`src/rtl/selective_repeat_sender_window_top_defines.svh`:
```
// Assertion macros used by the selective repeat sender window design.
`ifndef SELECTIVE_REPEAT_SENDER_WINDOW_TOP_DEFINES_SVH
`define SELECTIVE_REPEAT_SENDER_WINDOW_TOP_DEFINES_SVH

// Same-cycle implication, disabled during reset.
`define SRSW_ASSERT_NOW(label, clk, rst, ante, cons, msg) \
   label: assert property (@(posedge clk) disable iff (rst) (ante) |-> (cons)) \
      else $error(msg);

// Next-cycle implication, disabled during reset.
`define SRSW_ASSERT_NEXT(label, clk, rst, ante, cons, msg) \
   label: assert property (@(posedge clk) disable iff (rst) (ante) |=> (cons)) \
      else $error(msg);

`endif

```
`src/rtl/srsw_pkg.sv`:
```
// Package with the types, codes and defaults of the selective repeat sender window.
`default_nettype none

package srsw_pkg;

   localparam int SEQ_COUNT_DEF    = 8;
   localparam int WINDOW_SIZE_DEF  = 4;
   localparam int PAYLOAD_BITS_DEF = 64;

   localparam int NUM_W  = 3;
   localparam int DATA_W = 64;

   typedef enum logic [1:0] {
      OP_SEND    = 2'd0,
      OP_ACK     = 2'd1,
      OP_TIMEOUT = 2'd2
   } op_type;

   typedef enum logic [1:0] {
      TMR_NONE    = 2'd0,
      TMR_START   = 2'd1,
      TMR_STOP    = 2'd2,
      TMR_RESTART = 2'd3
   } timer_type;

   typedef enum logic [1:0] {
      ST_IDLE  = 2'd0,
      ST_EXEC  = 2'd1,
      ST_SLIDE = 2'd2
   } ctrl_state_type;

   typedef struct packed {
      logic load;
      logic exec;
      logic step;
   } cmd_type;

   typedef struct packed {
      logic walk;
      logic more;
   } sts_type;

endpackage

`default_nettype wire

```
`src/rtl/srsw_if.sv`:
```
// Request and response channel interfaces of the selective repeat sender window.
`default_nettype none

interface srsw_req_if;
   import srsw_pkg::*;

   logic              valid;
   logic              ready;
   logic [1:0]        operation;
   logic [DATA_W-1:0] payload;
   logic [NUM_W-1:0]  ack_number;
   logic              ack_intact;
   logic [NUM_W-1:0]  timeout_number;

   modport source (
      output valid, operation, payload, ack_number, ack_intact, timeout_number,
      input  ready
   );
   modport sink (
      input  valid, operation, payload, ack_number, ack_intact, timeout_number,
      output ready
   );
endinterface

interface srsw_rsp_if;
   import srsw_pkg::*;

   logic              valid;
   logic              ready;
   logic              accepted;
   logic              transmit;
   logic [NUM_W-1:0]  tx_seqnum;
   logic [DATA_W-1:0] tx_payload;
   logic [1:0]        timer_action;
   logic [NUM_W-1:0]  timer_seqnum;
   logic [NUM_W-1:0]  window_base;
   logic [NUM_W-1:0]  next_sequence;
   logic              window_full;

   modport source (
      output valid, accepted, transmit, tx_seqnum, tx_payload, timer_action,
             timer_seqnum, window_base, next_sequence, window_full,
      input  ready
   );
   modport sink (
      input  valid, accepted, transmit, tx_seqnum, tx_payload, timer_action,
             timer_seqnum, window_base, next_sequence, window_full,
      output ready
   );
endinterface

`default_nettype wire

```
`src/rtl/srsw_ctrl.sv`:
```
// Controller state machine that sequences accept, execute and base slide.
`default_nettype none

`include "selective_repeat_sender_window_top_defines.svh"

module srsw_ctrl
   import srsw_pkg::*;
(
   input  wire logic    clock,
   input  wire logic    reset,
   input  wire logic    req_valid,
   output logic         req_ready,
   output logic         rsp_valid,
   input  wire logic    rsp_ready,
   output cmd_type      cmd,
   input  wire sts_type sts
);

   ctrl_state_type state_ff, state_in;
   logic           rsp_valid_ff, rsp_valid_in;

   always_ff @(posedge clock) begin
      if (reset) begin
         state_ff     <= ST_IDLE;
         rsp_valid_ff <= 1'b0;
      end else begin
         state_ff     <= state_in;
         rsp_valid_ff <= rsp_valid_in;
      end
   end

   always_comb begin
      state_in     = state_ff;
      rsp_valid_in = rsp_valid_ff && !rsp_ready;
      cmd          = '0;
      req_ready    = 1'b0;
      unique case (state_ff)
         ST_IDLE: begin
            req_ready = !rsp_valid_ff || rsp_ready;
            if (req_valid && req_ready) begin
               cmd.load = 1'b1;
               state_in = ST_EXEC;
            end
         end
         ST_EXEC: begin
            cmd.exec = 1'b1;
            if (sts.walk) begin
               state_in = ST_SLIDE;
            end else begin
               rsp_valid_in = 1'b1;
               state_in     = ST_IDLE;
            end
         end
         ST_SLIDE: begin
            if (sts.more) begin
               cmd.step = 1'b1;
            end else begin
               rsp_valid_in = 1'b1;
               state_in     = ST_IDLE;
            end
         end
         default: begin
            state_in = ST_IDLE;
         end
      endcase
   end

   assign rsp_valid = rsp_valid_ff;

   `SRSW_ASSERT_NEXT(a_load_to_exec, clock, reset, cmd.load, state_ff == ST_EXEC, "accepted item did not execute")
   `SRSW_ASSERT_NEXT(a_exec_done, clock, reset, (state_ff == ST_EXEC) && !sts.walk, rsp_valid_ff && (state_ff == ST_IDLE), "result missing after execute")
   `SRSW_ASSERT_NEXT(a_slide_holds, clock, reset, (state_ff == ST_SLIDE) && sts.more, (state_ff == ST_SLIDE) && !rsp_valid_ff, "base walk ended early")

endmodule

`default_nettype wire

```
`src/rtl/srsw_datapath.sv`:
```
// Datapath with window pointers, acknowledgement marks, payload store and result register.
`default_nettype none

module srsw_datapath
   import srsw_pkg::*;
#(
   parameter int SEQ_COUNT    = SEQ_COUNT_DEF,
   parameter int WINDOW_SIZE  = WINDOW_SIZE_DEF,
   parameter int PAYLOAD_BITS = PAYLOAD_BITS_DEF
) (
   input  wire logic              clock,
   input  wire logic              reset,
   input  wire cmd_type           cmd,
   output sts_type                sts,
   input  wire logic [1:0]        operation,
   input  wire logic [DATA_W-1:0] payload,
   input  wire logic [NUM_W-1:0]  ack_number,
   input  wire logic              ack_intact,
   input  wire logic [NUM_W-1:0]  timeout_number,
   output logic                   accepted,
   output logic                   transmit,
   output logic [NUM_W-1:0]       tx_seqnum,
   output logic [DATA_W-1:0]      tx_payload,
   output logic [1:0]             timer_action,
   output logic [NUM_W-1:0]       timer_seqnum,
   output logic [NUM_W-1:0]       window_base,
   output logic [NUM_W-1:0]       next_sequence,
   output logic                   window_full
);

   localparam int SEQ_W = (SEQ_COUNT > 2) ? $clog2(SEQ_COUNT) : 1;
   localparam int CNT_W = SEQ_W + 1;
   localparam int CMP_W = (SEQ_W > NUM_W) ? SEQ_W + 1 : NUM_W + 1;
   localparam int LIMIT = (WINDOW_SIZE < SEQ_COUNT - 1) ? WINDOW_SIZE : SEQ_COUNT - 1;
   localparam logic [SEQ_W-1:0] LAST_SEQ = SEQ_W'(SEQ_COUNT - 1);
   localparam logic [CNT_W-1:0] SEQ_MOD  = CNT_W'(SEQ_COUNT);
   localparam logic [CNT_W-1:0] WIN_LIM  = CNT_W'(LIMIT);
   localparam logic [CMP_W-1:0] SEQ_CMP  = CMP_W'(SEQ_COUNT);

   // Distance from b forward to a on the sequence circle.
   function automatic logic [CNT_W-1:0] seq_offset(logic [SEQ_W-1:0] a, logic [SEQ_W-1:0] b);
      logic [CNT_W-1:0] d;
      d = {1'b0, a} - {1'b0, b};
      if (a < b) begin
         d = d + SEQ_MOD;
      end
      return d;
   endfunction

   function automatic logic [SEQ_W-1:0] seq_inc(logic [SEQ_W-1:0] a);
      return (a == LAST_SEQ) ? '0 : a + 1'b1;
   endfunction

   logic [SEQ_W-1:0]        base_ff, base_in;
   logic [SEQ_W-1:0]        next_ff, next_in;
   logic [SEQ_COUNT-1:0]    marks_ff, marks_in;

   op_type                  op_ff;
   logic [PAYLOAD_BITS-1:0] pay_ff;
   logic [NUM_W-1:0]        ack_num_ff;
   logic                    ack_intact_ff;
   logic [NUM_W-1:0]        ton_num_ff;
   logic [PAYLOAD_BITS-1:0] rd_ff;
   logic [PAYLOAD_BITS-1:0] store [SEQ_COUNT];
   logic                    store_we;

   logic                    acc_ff, acc_in;
   logic                    tx_ff, tx_in;
   logic [NUM_W-1:0]        txs_ff, txs_in;
   logic [DATA_W-1:0]       txp_ff, txp_in;
   timer_type               tact_ff, tact_in;
   logic [NUM_W-1:0]        tseq_ff, tseq_in;

   logic [CNT_W-1:0]        count;
   logic                    full;
   logic [SEQ_W-1:0]        ack_idx;
   logic [SEQ_W-1:0]        ton_idx;
   logic                    ack_out;
   logic                    ton_out;

   assign count   = seq_offset(next_ff, base_ff);
   assign full    = count >= WIN_LIM;
   assign ack_idx = SEQ_W'(ack_num_ff);
   assign ton_idx = SEQ_W'(ton_num_ff);
   assign ack_out = (CMP_W'(ack_num_ff) < SEQ_CMP) && (seq_offset(ack_idx, base_ff) < count);
   assign ton_out = (CMP_W'(ton_num_ff) < SEQ_CMP) && (seq_offset(ton_idx, base_ff) < count);

   assign sts.walk = (op_ff == OP_ACK) && ack_intact_ff && ack_out;
   assign sts.more = (base_ff != next_ff) && marks_ff[base_ff];

   always_comb begin
      base_in  = base_ff;
      next_in  = next_ff;
      marks_in = marks_ff;
      store_we = 1'b0;
      acc_in   = acc_ff;
      tx_in    = tx_ff;
      txs_in   = txs_ff;
      txp_in   = txp_ff;
      tact_in  = tact_ff;
      tseq_in  = tseq_ff;
      if (cmd.exec) begin
         acc_in  = 1'b0;
         tx_in   = 1'b0;
         txs_in  = '0;
         txp_in  = '0;
         tact_in = TMR_NONE;
         tseq_in = '0;
         unique case (op_ff)
            OP_SEND: begin
               if (!full) begin
                  store_we          = 1'b1;
                  marks_in[next_ff] = 1'b0;
                  acc_in            = 1'b1;
                  tx_in             = 1'b1;
                  txs_in            = NUM_W'(next_ff);
                  txp_in            = DATA_W'(pay_ff);
                  tact_in           = TMR_START;
                  tseq_in           = NUM_W'(next_ff);
                  next_in           = seq_inc(next_ff);
               end
            end
            OP_ACK: begin
               if (ack_intact_ff) begin
                  tact_in = TMR_STOP;
                  tseq_in = ack_num_ff;
                  if (ack_out) begin
                     acc_in            = 1'b1;
                     marks_in[ack_idx] = 1'b1;
                  end
               end
            end
            OP_TIMEOUT: begin
               if (ton_out && !marks_ff[ton_idx]) begin
                  tx_in   = 1'b1;
                  txs_in  = ton_num_ff;
                  txp_in  = DATA_W'(rd_ff);
                  tact_in = TMR_RESTART;
                  tseq_in = ton_num_ff;
               end
            end
            default: begin
            end
         endcase
      end
      if (cmd.step) begin
         marks_in[base_ff] = 1'b0;
         base_in           = seq_inc(base_ff);
      end
   end

   always_ff @(posedge clock) begin
      if (reset) begin
         base_ff  <= '0;
         next_ff  <= '0;
         marks_ff <= '0;
      end else begin
         base_ff  <= base_in;
         next_ff  <= next_in;
         marks_ff <= marks_in;
      end
   end

   always_ff @(posedge clock) begin
      if (cmd.load) begin
         op_ff         <= op_type'(operation);
         pay_ff        <= payload[PAYLOAD_BITS-1:0];
         ack_num_ff    <= ack_number;
         ack_intact_ff <= ack_intact;
         ton_num_ff    <= timeout_number;
      end
      acc_ff  <= acc_in;
      tx_ff   <= tx_in;
      txs_ff  <= txs_in;
      txp_ff  <= txp_in;
      tact_ff <= tact_in;
      tseq_ff <= tseq_in;
   end

   always_ff @(posedge clock) begin
      if (store_we) begin
         store[next_ff] <= pay_ff;
      end
      if (cmd.load) begin
         rd_ff <= store[SEQ_W'(timeout_number)];
      end
   end

   assign accepted      = acc_ff;
   assign transmit      = tx_ff;
   assign tx_seqnum     = txs_ff;
   assign tx_payload    = txp_ff;
   assign timer_action  = tact_ff;
   assign timer_seqnum  = tseq_ff;
   assign window_base   = NUM_W'(base_ff);
   assign next_sequence = NUM_W'(next_ff);
   assign window_full   = full;

endmodule

`default_nettype wire

```
`src/rtl/selective_repeat_sender_window_top.sv`:
```
// Selective repeat ARQ sender window: top level joining controller and datapath.
//
// Usage: each request item is a send, an acknowledgement or a timer expiry, taken on
// req_ch when valid and ready are both high. Each request gives exactly one response
// item on rsp_ch, carrying the transmit, timer action and the window status after it.
// Steps: a send, a timeout or any other acknowledgement passes through the execute state,
// then the output register; an intact acknowledgement inside the window executes, then the
// base walk moves the base over each acknowledged entry at the base, one entry a cycle,
// before the response is registered. A new request is taken only in the idle state.
// The response stays in its output register until taken; a new request is taken in the
// same cycle as the response is taken. While the receiver stalls, req_ch.ready stays low.
// Reset empties the window: base and next sequence return to zero and all marks clear.
// Stored payloads are only read back for outstanding entries, so the store has no clear.
`default_nettype none

module selective_repeat_sender_window_top
   import srsw_pkg::*;
#(
   parameter int SEQ_COUNT    = SEQ_COUNT_DEF,
   parameter int WINDOW_SIZE  = WINDOW_SIZE_DEF,
   parameter int PAYLOAD_BITS = PAYLOAD_BITS_DEF
) (
   input wire logic   clock,
   input wire logic   reset,
   srsw_req_if.sink   req_ch,
   srsw_rsp_if.source rsp_ch
);

   cmd_type cmd;
   sts_type sts;

   srsw_ctrl u_ctrl (
      .clock     (clock),
      .reset     (reset),
      .req_valid (req_ch.valid),
      .req_ready (req_ch.ready),
      .rsp_valid (rsp_ch.valid),
      .rsp_ready (rsp_ch.ready),
      .cmd       (cmd),
      .sts       (sts)
   );

   srsw_datapath #(
      .SEQ_COUNT    (SEQ_COUNT),
      .WINDOW_SIZE  (WINDOW_SIZE),
      .PAYLOAD_BITS (PAYLOAD_BITS)
   ) u_datapath (
      .clock          (clock),
      .reset          (reset),
      .cmd            (cmd),
      .sts            (sts),
      .operation      (req_ch.operation),
      .payload        (req_ch.payload),
      .ack_number     (req_ch.ack_number),
      .ack_intact     (req_ch.ack_intact),
      .timeout_number (req_ch.timeout_number),
      .accepted       (rsp_ch.accepted),
      .transmit       (rsp_ch.transmit),
      .tx_seqnum      (rsp_ch.tx_seqnum),
      .tx_payload     (rsp_ch.tx_payload),
      .timer_action   (rsp_ch.timer_action),
      .timer_seqnum   (rsp_ch.timer_seqnum),
      .window_base    (rsp_ch.window_base),
      .next_sequence  (rsp_ch.next_sequence),
      .window_full    (rsp_ch.window_full)
   );

endmodule

`default_nettype wire
```
`src/flat_wrapper.sv`:
```
// flat-port wrapper written by rule: the top's interface ports become plain ports
module selective_repeat_sender_window_top_flat import srsw_pkg::*;
#(
   parameter int SEQ_COUNT    = SEQ_COUNT_DEF,
   parameter int WINDOW_SIZE  = WINDOW_SIZE_DEF,
   parameter int PAYLOAD_BITS = PAYLOAD_BITS_DEF
)
  (clock, reset, req_ch_valid, req_ch_operation, req_ch_payload, req_ch_ack_number, req_ch_ack_intact, req_ch_timeout_number, req_ch_ready, rsp_ch_valid, rsp_ch_accepted, rsp_ch_transmit, rsp_ch_tx_seqnum, rsp_ch_tx_payload, rsp_ch_timer_action, rsp_ch_timer_seqnum, rsp_ch_window_base, rsp_ch_next_sequence, rsp_ch_window_full, rsp_ch_ready);
  srsw_req_if req_ch_i ();
  srsw_rsp_if rsp_ch_i ();
  input wire logic clock;
  input wire logic reset;
  input wire logic [$bits(req_ch_i.valid)-1:0] req_ch_valid;
  input wire logic [$bits(req_ch_i.operation)-1:0] req_ch_operation;
  input wire logic [$bits(req_ch_i.payload)-1:0] req_ch_payload;
  input wire logic [$bits(req_ch_i.ack_number)-1:0] req_ch_ack_number;
  input wire logic [$bits(req_ch_i.ack_intact)-1:0] req_ch_ack_intact;
  input wire logic [$bits(req_ch_i.timeout_number)-1:0] req_ch_timeout_number;
  output wire logic [$bits(req_ch_i.ready)-1:0] req_ch_ready;
  output wire logic [$bits(rsp_ch_i.valid)-1:0] rsp_ch_valid;
  output wire logic [$bits(rsp_ch_i.accepted)-1:0] rsp_ch_accepted;
  output wire logic [$bits(rsp_ch_i.transmit)-1:0] rsp_ch_transmit;
  output wire logic [$bits(rsp_ch_i.tx_seqnum)-1:0] rsp_ch_tx_seqnum;
  output wire logic [$bits(rsp_ch_i.tx_payload)-1:0] rsp_ch_tx_payload;
  output wire logic [$bits(rsp_ch_i.timer_action)-1:0] rsp_ch_timer_action;
  output wire logic [$bits(rsp_ch_i.timer_seqnum)-1:0] rsp_ch_timer_seqnum;
  output wire logic [$bits(rsp_ch_i.window_base)-1:0] rsp_ch_window_base;
  output wire logic [$bits(rsp_ch_i.next_sequence)-1:0] rsp_ch_next_sequence;
  output wire logic [$bits(rsp_ch_i.window_full)-1:0] rsp_ch_window_full;
  input wire logic [$bits(rsp_ch_i.ready)-1:0] rsp_ch_ready;
  assign req_ch_i.valid = req_ch_valid;
  assign req_ch_i.operation = req_ch_operation;
  assign req_ch_i.payload = req_ch_payload;
  assign req_ch_i.ack_number = req_ch_ack_number;
  assign req_ch_i.ack_intact = req_ch_ack_intact;
  assign req_ch_i.timeout_number = req_ch_timeout_number;
  assign req_ch_ready = req_ch_i.ready;
  assign rsp_ch_valid = rsp_ch_i.valid;
  assign rsp_ch_accepted = rsp_ch_i.accepted;
  assign rsp_ch_transmit = rsp_ch_i.transmit;
  assign rsp_ch_tx_seqnum = rsp_ch_i.tx_seqnum;
  assign rsp_ch_tx_payload = rsp_ch_i.tx_payload;
  assign rsp_ch_timer_action = rsp_ch_i.timer_action;
  assign rsp_ch_timer_seqnum = rsp_ch_i.timer_seqnum;
  assign rsp_ch_window_base = rsp_ch_i.window_base;
  assign rsp_ch_next_sequence = rsp_ch_i.next_sequence;
  assign rsp_ch_window_full = rsp_ch_i.window_full;
  assign rsp_ch_i.ready = rsp_ch_ready;
  selective_repeat_sender_window_top #(.SEQ_COUNT(SEQ_COUNT), .WINDOW_SIZE(WINDOW_SIZE), .PAYLOAD_BITS(PAYLOAD_BITS)) u_core (.clock(clock), .reset(reset), .req_ch(req_ch_i), .rsp_ch(rsp_ch_i));
endmodule
```
`config.mk`:
```
export PLATFORM = sky130hd
export DESIGN_NAME = selective_repeat_sender_window_top_flat
export DESIGN_NICKNAME = d
export VERILOG_FILES = /design/src/rtl/srsw_pkg.sv /design/src/rtl/srsw_if.sv /design/src/rtl/srsw_ctrl.sv /design/src/rtl/srsw_datapath.sv /design/src/rtl/selective_repeat_sender_window_top.sv /design/src/flat_wrapper.sv
export VERILOG_INCLUDE_DIRS = /design/src /design/src/rtl
export SDC_FILE = /design/constraint.sdc
export NUM_CORES = 1
export LEC_CHECK = 0
export BUFFER_PORTS_ARGS = -buffer_cell sky130_fd_sc_hd__clkbuf_2
export CAP_MARGIN = 20
export CORE_MARGIN = 2
export CORE_UTILIZATION = 50
export CTS_CLUSTER_DIAMETER = 100
export DETAILED_ROUTE_END_ITERATION = 8
export PLACE_DENSITY = 0.67
export SYNTH_ARGS = -nofsm -noshare
export SYNTH_HDL_FRONTEND = slang
export SYNTH_SLANG_ARGS = --single-unit
```
`constraint.sdc`:
```
create_clock -name clock -period 10.7 [get_ports clock]
set_input_delay 2.14 -clock clock [delete_from_list [all_inputs] [get_ports clock]]
set_output_delay 2.14 -clock clock [all_outputs]
set_load 0.01 [all_outputs]
```
==> results of run 1 <==
worst max-delay path, delay by kind of cell (launching register included):
family / cells / cell delay [ps]
adder cells (fa/ha/maj): 1 / 380
buffers and inverters: 2 / 490
flip-flops: 1 / 720
AND/OR/NAND/NOR: 4 / 1120
worst max-delay path by stage:
stage | slack [ps] | to
3_3_place_gp | 5640 | u_core.u_datapath.rd_ff[32]
4_1_cts | 5240 | rsp_ch_window_full
5_1_grt | 5160 | rsp_ch_window_full
2_1_floorplan | 2040 | u_core.u_datapath.ack_idx[0]
6_report | 5240 | rsp_ch_window_full
3_5_place_dp | 5590 | u_core.u_datapath.rd_ff[31]
registers in the layout (all words and copies together), names as in the netlist, 8 cells and up:
signal	cells
u_core.u_datapath.marks_ff	8
u_core.u_datapath.pay_ff	64
u_core.u_datapath.rd_ff	64
u_core.u_datapath.store	512
u_core.u_datapath.tx_payload	64
cell type report:
class                   count  area [um2]  area share
clock buffers              96        2040      0.0636
flip-flops and latches    740       22100       0.688
multi-input cells         451        5720       0.178
clock inverters            37         297     0.00925
repair buffers            178         970      0.0302
well taps                 748         936      0.0292
inverters                  15        56.3     0.00176
layer usage:
layer  routed length, um  part of all wire
met3                3420             0.061
met4                1050             0.019
met1               24500              0.43
met2               27600              0.49
met5                  23           0.00041
power by group through the flow:
stage	clock, mW	sequential, mW	combinational [mW]
after floorplan	0	3.39	0.155
after global placement	0	3.39	0.253
after detailed placement	0	3.40	0.256
after CTS	2.56	3.34	0.257
after global routing	2.68	3.34	0.272
final	2.50	3.34	0.250
Yosys cell counts (all sizes together) (3+ instances only):
master,n
a21o,6
nand2,22
o31ai,8
fa,6
mux4,130
clkbuf,32
a21oi,12
a31oi,4
o21ai,13
and3,4
dfxtp,17
nor2,19
mux2,64
a21boi,3
inv,15
or3,4
a22o,67
buf,30
nor2b,7
nand2b,8
mux2i,6
nand3,11
ha,20
a211oi,4
edfxtp,723
per-stage QoR:
stage / area (um2) / hold WS [ps]
after global placement: 29700 / 492
after global routing: 32100 / 546
after detailed placement: 29700 / 516
final: 32100 / 530
after CTS: 32100 / 527
after floorplan: 28000 / 471
logic make-up (layout without fill, tap and decap cells):
logic type,Yosys count,count (layout),synth area share
AO/OA/AOI/OAI,131,131,0.0375
adder cells (fa/ha/maj),27,27,0.0136
AND/OR/NAND/NOR,92,92,0.0173
XOR/XNOR,1,1,0.000313
flip-flops,740,740,0.787
buffers and inverters,77,326,0.0121
multiplexers,200,200,0.132
==> run summary, run 1 <==
Clock Skews: 18.8 ps
CP startpoint kind: flop
Fin. max-slew vios: 0
Global Route Usage Sum: 0.200
WP data required: 8560 ps
Met1 GRT Util: 0.287
Htree depth: 3
Fin crit period: 5460 ps
Clk buf depth: 3
Syn-to-layout area delta: 14.4%
Final setup fails: 0
Synth warn: 0
Die Span Y: 241 um
Final std cells w/o fill: 2265
FFs w/ async S/R, synth: 0
Hold crit path type: flop to flop
Layout cell share with drive strength beyond 1: 0.324
Comb power frac: 0.041
Leakage power: 10.6 nW
Status: finished clean
Filler instances: 4115
CTS clk-pin slew, worst paths: 60 ps
Post-synthesis sequential area ratio: 0.787
DIE AREA: 58000 um2
GR peak layer: met2
Setup_tns: 0 ps
Worst-Skew Late Latency: 600 ps
Post-Synthesis Net Count: 1371
EDFF count, synth: 723
CTS Buf Count: 74
R2R Setup Slk: 5930 ps
Post-synthesis cell area: 28000 um2
Post-DP HPWL: 28.9 mm
Vias in the first global route: 13600
Synth top area cells: edfxtp_1, mux4_2, mux2_2
Clk sink count: 740
Hold Path Cell Cnt: 2
Worst R2R Start: u_core.u_datapath.window_base[1]
WL/cell: 25.0 um
Synth cell types: 57
Drt via density: 5.80
Maxcap violations: 0
Power after layout: 6.09 mW
Worst Reg2Reg Path Length in Cells: 8
Initial detailed-routing violation count: 1240
Cell Pwr Density: 190 nW/um2
# hold bufs at CTS: 0
Worst slew margin: 0.270
Initial Util: 0.507
Place WS: 5590 ps
Arrival time worst endpoint: 3320 ps
M3 GR Usage: 0.0349
Core Rows: 86
Max FO, Critical Path: 13
Post-layout nets: 1563
Hold Path Sink: u_core.u_ctrl.state_ff[1]
Met2 usage: 0.321
Core Util, Final: 0.580
Switch share: 0.203
Syn Inst Count: 1268
Total congestion overflow: 0
DRC: 0
Area leader, netlist: edfxtp_1
Antenna violations before repair: 2
Critical path launch point: u_core.u_datapath.window_base[1]
Largest net degree at the start of global routing: 136
IO buf count: 159
Top Ports: 160
Core ar.: 55300 um2
Placed insts: 2132
Most common cell after layout, fill and taps aside: edfxtp_1
Post-route ant nets: 0
Most frequent cells in the layout: edfxtp_1, clkbuf_2, mux4_2
Primary FF master, synth: edfxtp_1
RSZ-0062 raised after global routing: false
Avg Inst Size Synth: 22.1 um2
Setup crit end kind: primary output
CP cell instances: inv_1 > ha_1 > and3b_1 > or3_1 > and2_4 > or2_2 > clkbuf_2
Synth top area share: 0.775
Reg power frac: 0.548
Vias: 13100
Fin crit share: 0.511
RD Place Congestion: 0.859
Internal power: 4.85 mW
First-pass GRT wire length: 85.2 mm
# diodes: 0
Max incr delay on CP: 720 ps
Die width: 241 um
Routed wire length: 56.5 mm
Worst hold start: u_core.u_ctrl.state_ff[1]
Final Hold Vio Count: 0
Yosys reg bits: 740
Post-CTS Setup Bufs: 0
DR pass1 iterations: 5
Fmax: 0.183 GHz
Crit path max-delay cell type: dfxtp_1
CTS tree: built
Transition time at the pin with the least slew margin: 1090 ps
Clk pwr share: 0.411
Post-CTS resize count: 0
R2R Path End: u_core.u_datapath.store[6][54]
Highest ir drop seen on vdd: 0.000119 V
Crit Path Category: flop to primary output
Switch Pwr: 1.24 mW
Smallest setup slack after layout: 5240 ps
Root Driver: clkbuf_16
Note: power is estimated with default switching activity, not from simulation.
==> run 2, diff against run 1 <==
PLACE_DENSITY = 0.7   (was 0.67)
clock period = 4.9 ns   (was 10.7 ns; I/O delays follow)
==> run 2 against run 1 <==
Against the previous run: routed wire length hardly changed; sequential share of layout area is 0.75 points lower; largest power group unchanged; clock-buffer cell count is 4 higher; critical endpoint unchanged; worst setup slack worse by 4600 ps; critical path depth stayed put; die area stayed put; first-iteration DRC count is 7.5% higher; flip-flop and latch count stayed put.
==> run summary, run 2 (same netlist as run 1, synthesis figures left out) <==
Status: finished clean (unchanged)
Core Rows: 86 (unchanged)
WP data required: 3920 ps (was 8560 ps)
Maxcap violations: 0 (unchanged)
Internal power: 10.8 mW (was 4.85 mW)
CP startpoint kind: flop (unchanged)
Clk sink count: 740 (unchanged)
Leakage power: 10.7 nW (was 10.6 nW)
Largest net degree at the start of global routing: 138 (was 136)
Switch share: 0.205 (was 0.203)
Global Route Usage Sum: 0.199 (was 0.200)
Max FFs per register: 512 (unchanged)
Worst-Skew Late Latency: 610 ps (was 600 ps)
Syn-to-layout area delta: 15.7% (was 14.4%)
# hold bufs at CTS: 0 (unchanged)
Reg power frac: 0.537 (was 0.548)
Place WS: 769 ps (was 5590 ps)
Highest ir drop seen on vdd: 0.000241 V (was 0.000119 V)
First-pass GRT wire length: 84.6 mm (was 85.2 mm)
Post-layout nets: 1573 (was 1563)
Layout cell share with drive strength beyond 1: 0.329 (was 0.324)
RD Place Congestion: 0.861 (was 0.859)
Core ar.: 55300 um2 (unchanged)
Fin crit share: 0.880
Initial detailed-routing violation count: 1333 (was 1240)
Clock Skews: 17.6 ps (was 18.8 ps)
Total congestion overflow: 0 (unchanged)
Htree depth: 3 (unchanged)
Setup crit end kind: primary output (unchanged)
Power after layout: 13.6 mW (was 6.09 mW)
Final setup fails: 0 (unchanged)
Most frequent cells in the layout: edfxtp_1, clkbuf_2, mux4_2 (unchanged)
Placed insts: 2139 (was 2132)
Top Ports: 160 (unchanged)
Fin. max-slew vios: 0 (unchanged)
Cell Pwr Density: 419 nW/um2 (was 190 nW/um2)
Final Hold Vio Count: 0 (unchanged)
Initial Util: 0.507 (unchanged)
# diodes: 0 (unchanged)
Vias in the first global route: 13700 (was 13600)
Root Driver: clkbuf_16 (unchanged)
IO buf count: 159 (unchanged)
Post-layout instance area: 32400 um2 (was 32100 um2)
Register Area: 22100 um2 (unchanged)
Arrival time worst endpoint: 3330 ps (was 3320 ps)
Routed wire length: 56.5 mm (about the same)
Final std cells w/o fill: 2276 (was 2265)
Clk pwr share: 0.422 (was 0.411)
Clk buf depth: 3 (unchanged)
Setup_tns: 0 ps (unchanged)
Max FO, Critical Path: 13 (unchanged)
Transition time at the pin with the least slew margin: 1070 ps (was 1090 ps)
Filler instances: 3964 (was 4115)
Fin crit period: 4310 ps
RSZ-0062 raised after global routing: false (unchanged)
Placed standard-cell area: 29900 um2 (was 29700 um2)
Hold crit path type: flop to flop (unchanged)
Drt via density: 5.82 (was 5.80)
Most common cell after layout, fill and taps aside: edfxtp_1 (unchanged)
DIE AREA: 58000 um2 (unchanged)
Post-route ant nets: 0 (unchanged)
Post-CTS resize count: 0 (unchanged)
DR pass1 iterations: 5 (unchanged)
Post-DP HPWL: 29.6 mm (was 28.9 mm)
WL/cell: 24.8 um (was 25.0 um)
Core Util, Final: 0.586 (was 0.580)
DRC: 0 (unchanged)
Min Hold Slack: 529 ps (was 530 ps)
Antenna violations before repair: 1 (was 2)
Fmax: 0.232 GHz
CTS clk-pin slew, worst paths: 60 ps (about the same)
Vias: 13300 (was 13100)
Worst slew margin: 0.287 (was 0.270)
Top reg by flops: u_core.u_datapath.store (unchanged)
Comb power frac: 0.040 (was 0.041)
Area taken by multi-input logic gates: 5730 um2 (was 5720 um2)
Crit Path Category: flop to primary output (unchanged)
CTS tree: built (unchanged)
Smallest setup slack after layout: 588 ps (was 5240 ps)
Die Span Y: 241 um (unchanged)
Die width: 241 um (unchanged)
CTS Buf Count: 77 (was 74)
Switch Pwr: 2.79 mW (was 1.24 mW)
Post-CTS Setup Bufs: 0 (unchanged)
run 2: cell types whose count changed in the layout (fill, tap and decap cells not counted), sizes merged:
cell      change
buf           +7
bufinv        +3
clkbuf        +4
clkinv       -10
clkinvlp      +5
inv           +2
run 2: power by group through the flow:
stage / Sequential, mW / Clock (mW) / Combinational [mW]
after floorplan: 7.38 / 0 / 0.340
after global placement: 7.42 / 0 / 0.548
after detailed placement: 7.43 / 0 / 0.558
after CTS: 7.29 / 5.85 / 0.561
after global routing: 7.31 / 6.09 / 0.595
final: 7.29 / 5.73 / 0.550
run 2: worst paths after layout:
kind / startpoint / slack, ps / depth (start not counted) / endpoint
hold / removal: u_core.u_ctrl.state_ff[1] / 530 / 2 / u_core.u_ctrl.state_ff[1]
hold reg to reg: u_core.u_ctrl.state_ff[1] / 530 / 2 / u_core.u_ctrl.state_ff[1]
setup reg to reg: u_core.u_datapath.next_sequence[0] / 680 / 10 / u_core.u_datapath.next_sequence[0]
setup / recovery: u_core.u_datapath.next_sequence[0] / 590 / 7 / rsp_ch_window_full
run 2: metal layers:
metal,share of wire,track usage,vias up
met5,0.00023,0,-
met4,0.020,0.0625,2
met3,0.062,0.0343,78
met2,0.47,0.311,459
met1,0.45,0.290,6999
li1,-,-,5716
run 2: critical path, cell delays in order (launching register included):
cell and delay [ps]:
dfxtp_1 750, inv_1 190, ha_1 270, fa_1 360, inv_1 70, fa_1 470, or2_2 430, clkbuf_2 170
run 2: layout make-up:
class / count / area share
Sequential cell: 740 / 0.680
Tap cell: 748 / 0.0289
Timing Repair Buffer: 185 / 0.0362
Inverter: 15 / 0.00174
Clock buffer: 100 / 0.0634
Multi-Input combinational cell: 451 / 0.177
Clock inverter: 37 / 0.0129
==> run 3, diff against run 2 <==
CELL_PAD_IN_SITES_DETAIL_PLACEMENT = 0   (was not set)
CELL_PAD_IN_SITES_GLOBAL_PLACEMENT = 1   (was not set)
CORE_UTILIZATION = 48   (was 50)
PLACE_DENSITY = not set   (was 0.7)
PLACE_DENSITY_LB_ADDON = 0.1   (was not set)
==> run 3 against run 2 <==
Against the previous run: non-clock buffer count rose by 9; cell count rose by 1.3%; worst setup slack improved by 54 ps; clock power barely moved; register-to-register slack improved by 180 ps; flip-flop and latch count did not move; sequential share of layout area fell by 0.29 points; sequential power barely moved; clock skew rose by 12 ps; largest power group unchanged; highest routed layer is now met4.
==> run summary, run 3 (same netlist as run 1, synthesis figures left out) <==
CP startpoint kind: flop (unchanged)
RSZ-0062 raised after global routing: false (unchanged)
Core Util, Final: 0.564 (was 0.586)
Most common cell after layout, fill and taps aside: edfxtp_1 (unchanged)
CTS Buf Count: 77 (unchanged)
Htree depth: 3 (unchanged)
R2R Setup Slk: 860 ps (was 680 ps)
Vias: 13200 (was 13300)
DR pass1 iterations: 5 (unchanged)
Final std cells w/o fill: 2306 (was 2276)
RD Place Congestion: 0.786 (was 0.861)
Clk buf depth: 3 (unchanged)
Clock Skews: 29.9 ps (was 17.6 ps)
Power after layout: 13.6 mW (about the same)
Core ar.: 57700 um2 (was 55300 um2)
Most frequent cells in the layout: edfxtp_1, clkbuf_2, mux4_2 (unchanged)
Transition time at the pin with the least slew margin: 1070 ps (about the same)
Fin crit period: 4260 ps (was 4310 ps)
Root Driver: clkbuf_16 (unchanged)
Arrival time worst endpoint: 3280 ps (was 3330 ps)
Place WS: 866 ps (was 769 ps)
Status: finished clean (unchanged)
Top reg by flops: u_core.u_datapath.store (unchanged)
First-pass GRT wire length: 88.1 mm (was 84.6 mm)
Fin crit share: 0.869 (was 0.880)
Largest net degree at the start of global routing: 74 (was 138)
# hold bufs at CTS: 0 (unchanged)
Maxcap violations: 0 (unchanged)
Clk sink count: 740 (unchanged)
Crit Path Category: flop to primary output (unchanged)
Cell Pwr Density: 416 nW/um2 (was 419 nW/um2)
Die Span Y: 246 um (was 241 um)
Min Hold Slack: 523 ps (was 529 ps)
Leakage power: 10.8 nW (was 10.7 nW)
Placed standard-cell area: 30100 um2 (was 29900 um2)
Post-layout instance area: 32600 um2 (was 32400 um2)
Fmax: 0.235 GHz (was 0.232 GHz)
DIE AREA: 60300 um2 (was 58000 um2)
Setup_tns: 0 ps (unchanged)
Syn-to-layout area delta: 16.2% (was 15.7%)
CTS clk-pin slew, worst paths: 60 ps (about the same)
Initial Util: 0.486 (was 0.507)
Post-layout nets: 1582 (was 1573)
Fin. max-slew vios: 0 (unchanged)
Max FFs per register: 512 (unchanged)
WP data required: 3920 ps (about the same)
Core Rows: 88 (was 86)
Initial detailed-routing violation count: 1146 (was 1333)
Routed wire length: 58.0 mm (was 56.5 mm)
Total congestion overflow: 0 (unchanged)
Die width: 246 um (was 241 um)
Final Hold Vio Count: 0 (unchanged)
Max FO, Critical Path: 13 (unchanged)
Highest ir drop seen on vdd: 0.000311 V (was 0.000241 V)
Post-DP HPWL: 31.7 mm (was 29.6 mm)
DRC: 0 (unchanged)
Drt via density: 5.74 (was 5.82)
Hold crit path type: flop to flop (unchanged)
Global Route Usage Sum: 0.198 (was 0.199)
Final setup fails: 0 (unchanged)
IO buf count: 159 (unchanged)
Top Ports: 160 (unchanged)
Post-route ant nets: 0 (unchanged)
Post-CTS resize count: 0 (unchanged)
Vias in the first global route: 13800 (was 13700)
WL/cell: 25.2 um (was 24.8 um)
Setup crit end kind: primary output (unchanged)
Post-CTS Setup Bufs: 0 (unchanged)
Placed insts: 2165 (was 2139)
CTS tree: built (unchanged)
Smallest setup slack after layout: 642 ps (was 588 ps)
Worst slew margin: 0.284 (was 0.287)
# diodes: 0 (unchanged)
Antenna violations before repair: 1 (unchanged)
Worst-Skew Late Latency: 620 ps (was 610 ps)
Layout cell share with drive strength beyond 1: 0.336 (was 0.329)
run 3: routing by layer:
| layer | share of wire | track usage |
|---|---|---|
| met1 | 0.45 | 0.283 |
| met2 | 0.48 | 0.316 |
| met3 | 0.047 | 0.0356 |
| met4 | 0.019 | 0.0517 |
| met5 | 0 | 0 |
run 3: worst paths after layout:
| path | from | endpoint | cells after the start |
|---|---|---|---|
| hold / removal | u_core.u_ctrl.state_ff[1] | u_core.u_ctrl.state_ff[1] | 2 |
| setup reg to reg | u_core.u_datapath.window_base[1] | u_core.u_datapath.next_sequence[0] | 9 |
| hold reg to reg | u_core.u_ctrl.state_ff[1] | u_core.u_ctrl.state_ff[1] | 2 |
| setup / recovery | u_core.u_datapath.window_base[1] | rsp_ch_window_full | 7 |
run 3: final cells by class:
class / count / area (um2)
sequential: 740 / 22100
inverter: 15 / 56.3
tap: 765 / 957
fill: 4386 / 25100
multi-input combinational: 451 / 5730
clock buffer: 94 / 2010
timing repair buffer: 194 / 1290
clock inverter: 47 / 463
run 3: report_power, final:
part	switching (mW)	internal, mW
Sequential	0.139	7.15
Clock	2.39	3.32
Combinational	0.313	0.251
run 3: worst max-delay path, cell delays in order, from the launching register on:
cell      delay, ps
dfxtp_1         680
inv_1           310
ha_1            360
and3b_1         190
or3_1           390
and2_4          210
or2_2           370
clkbuf_2        160
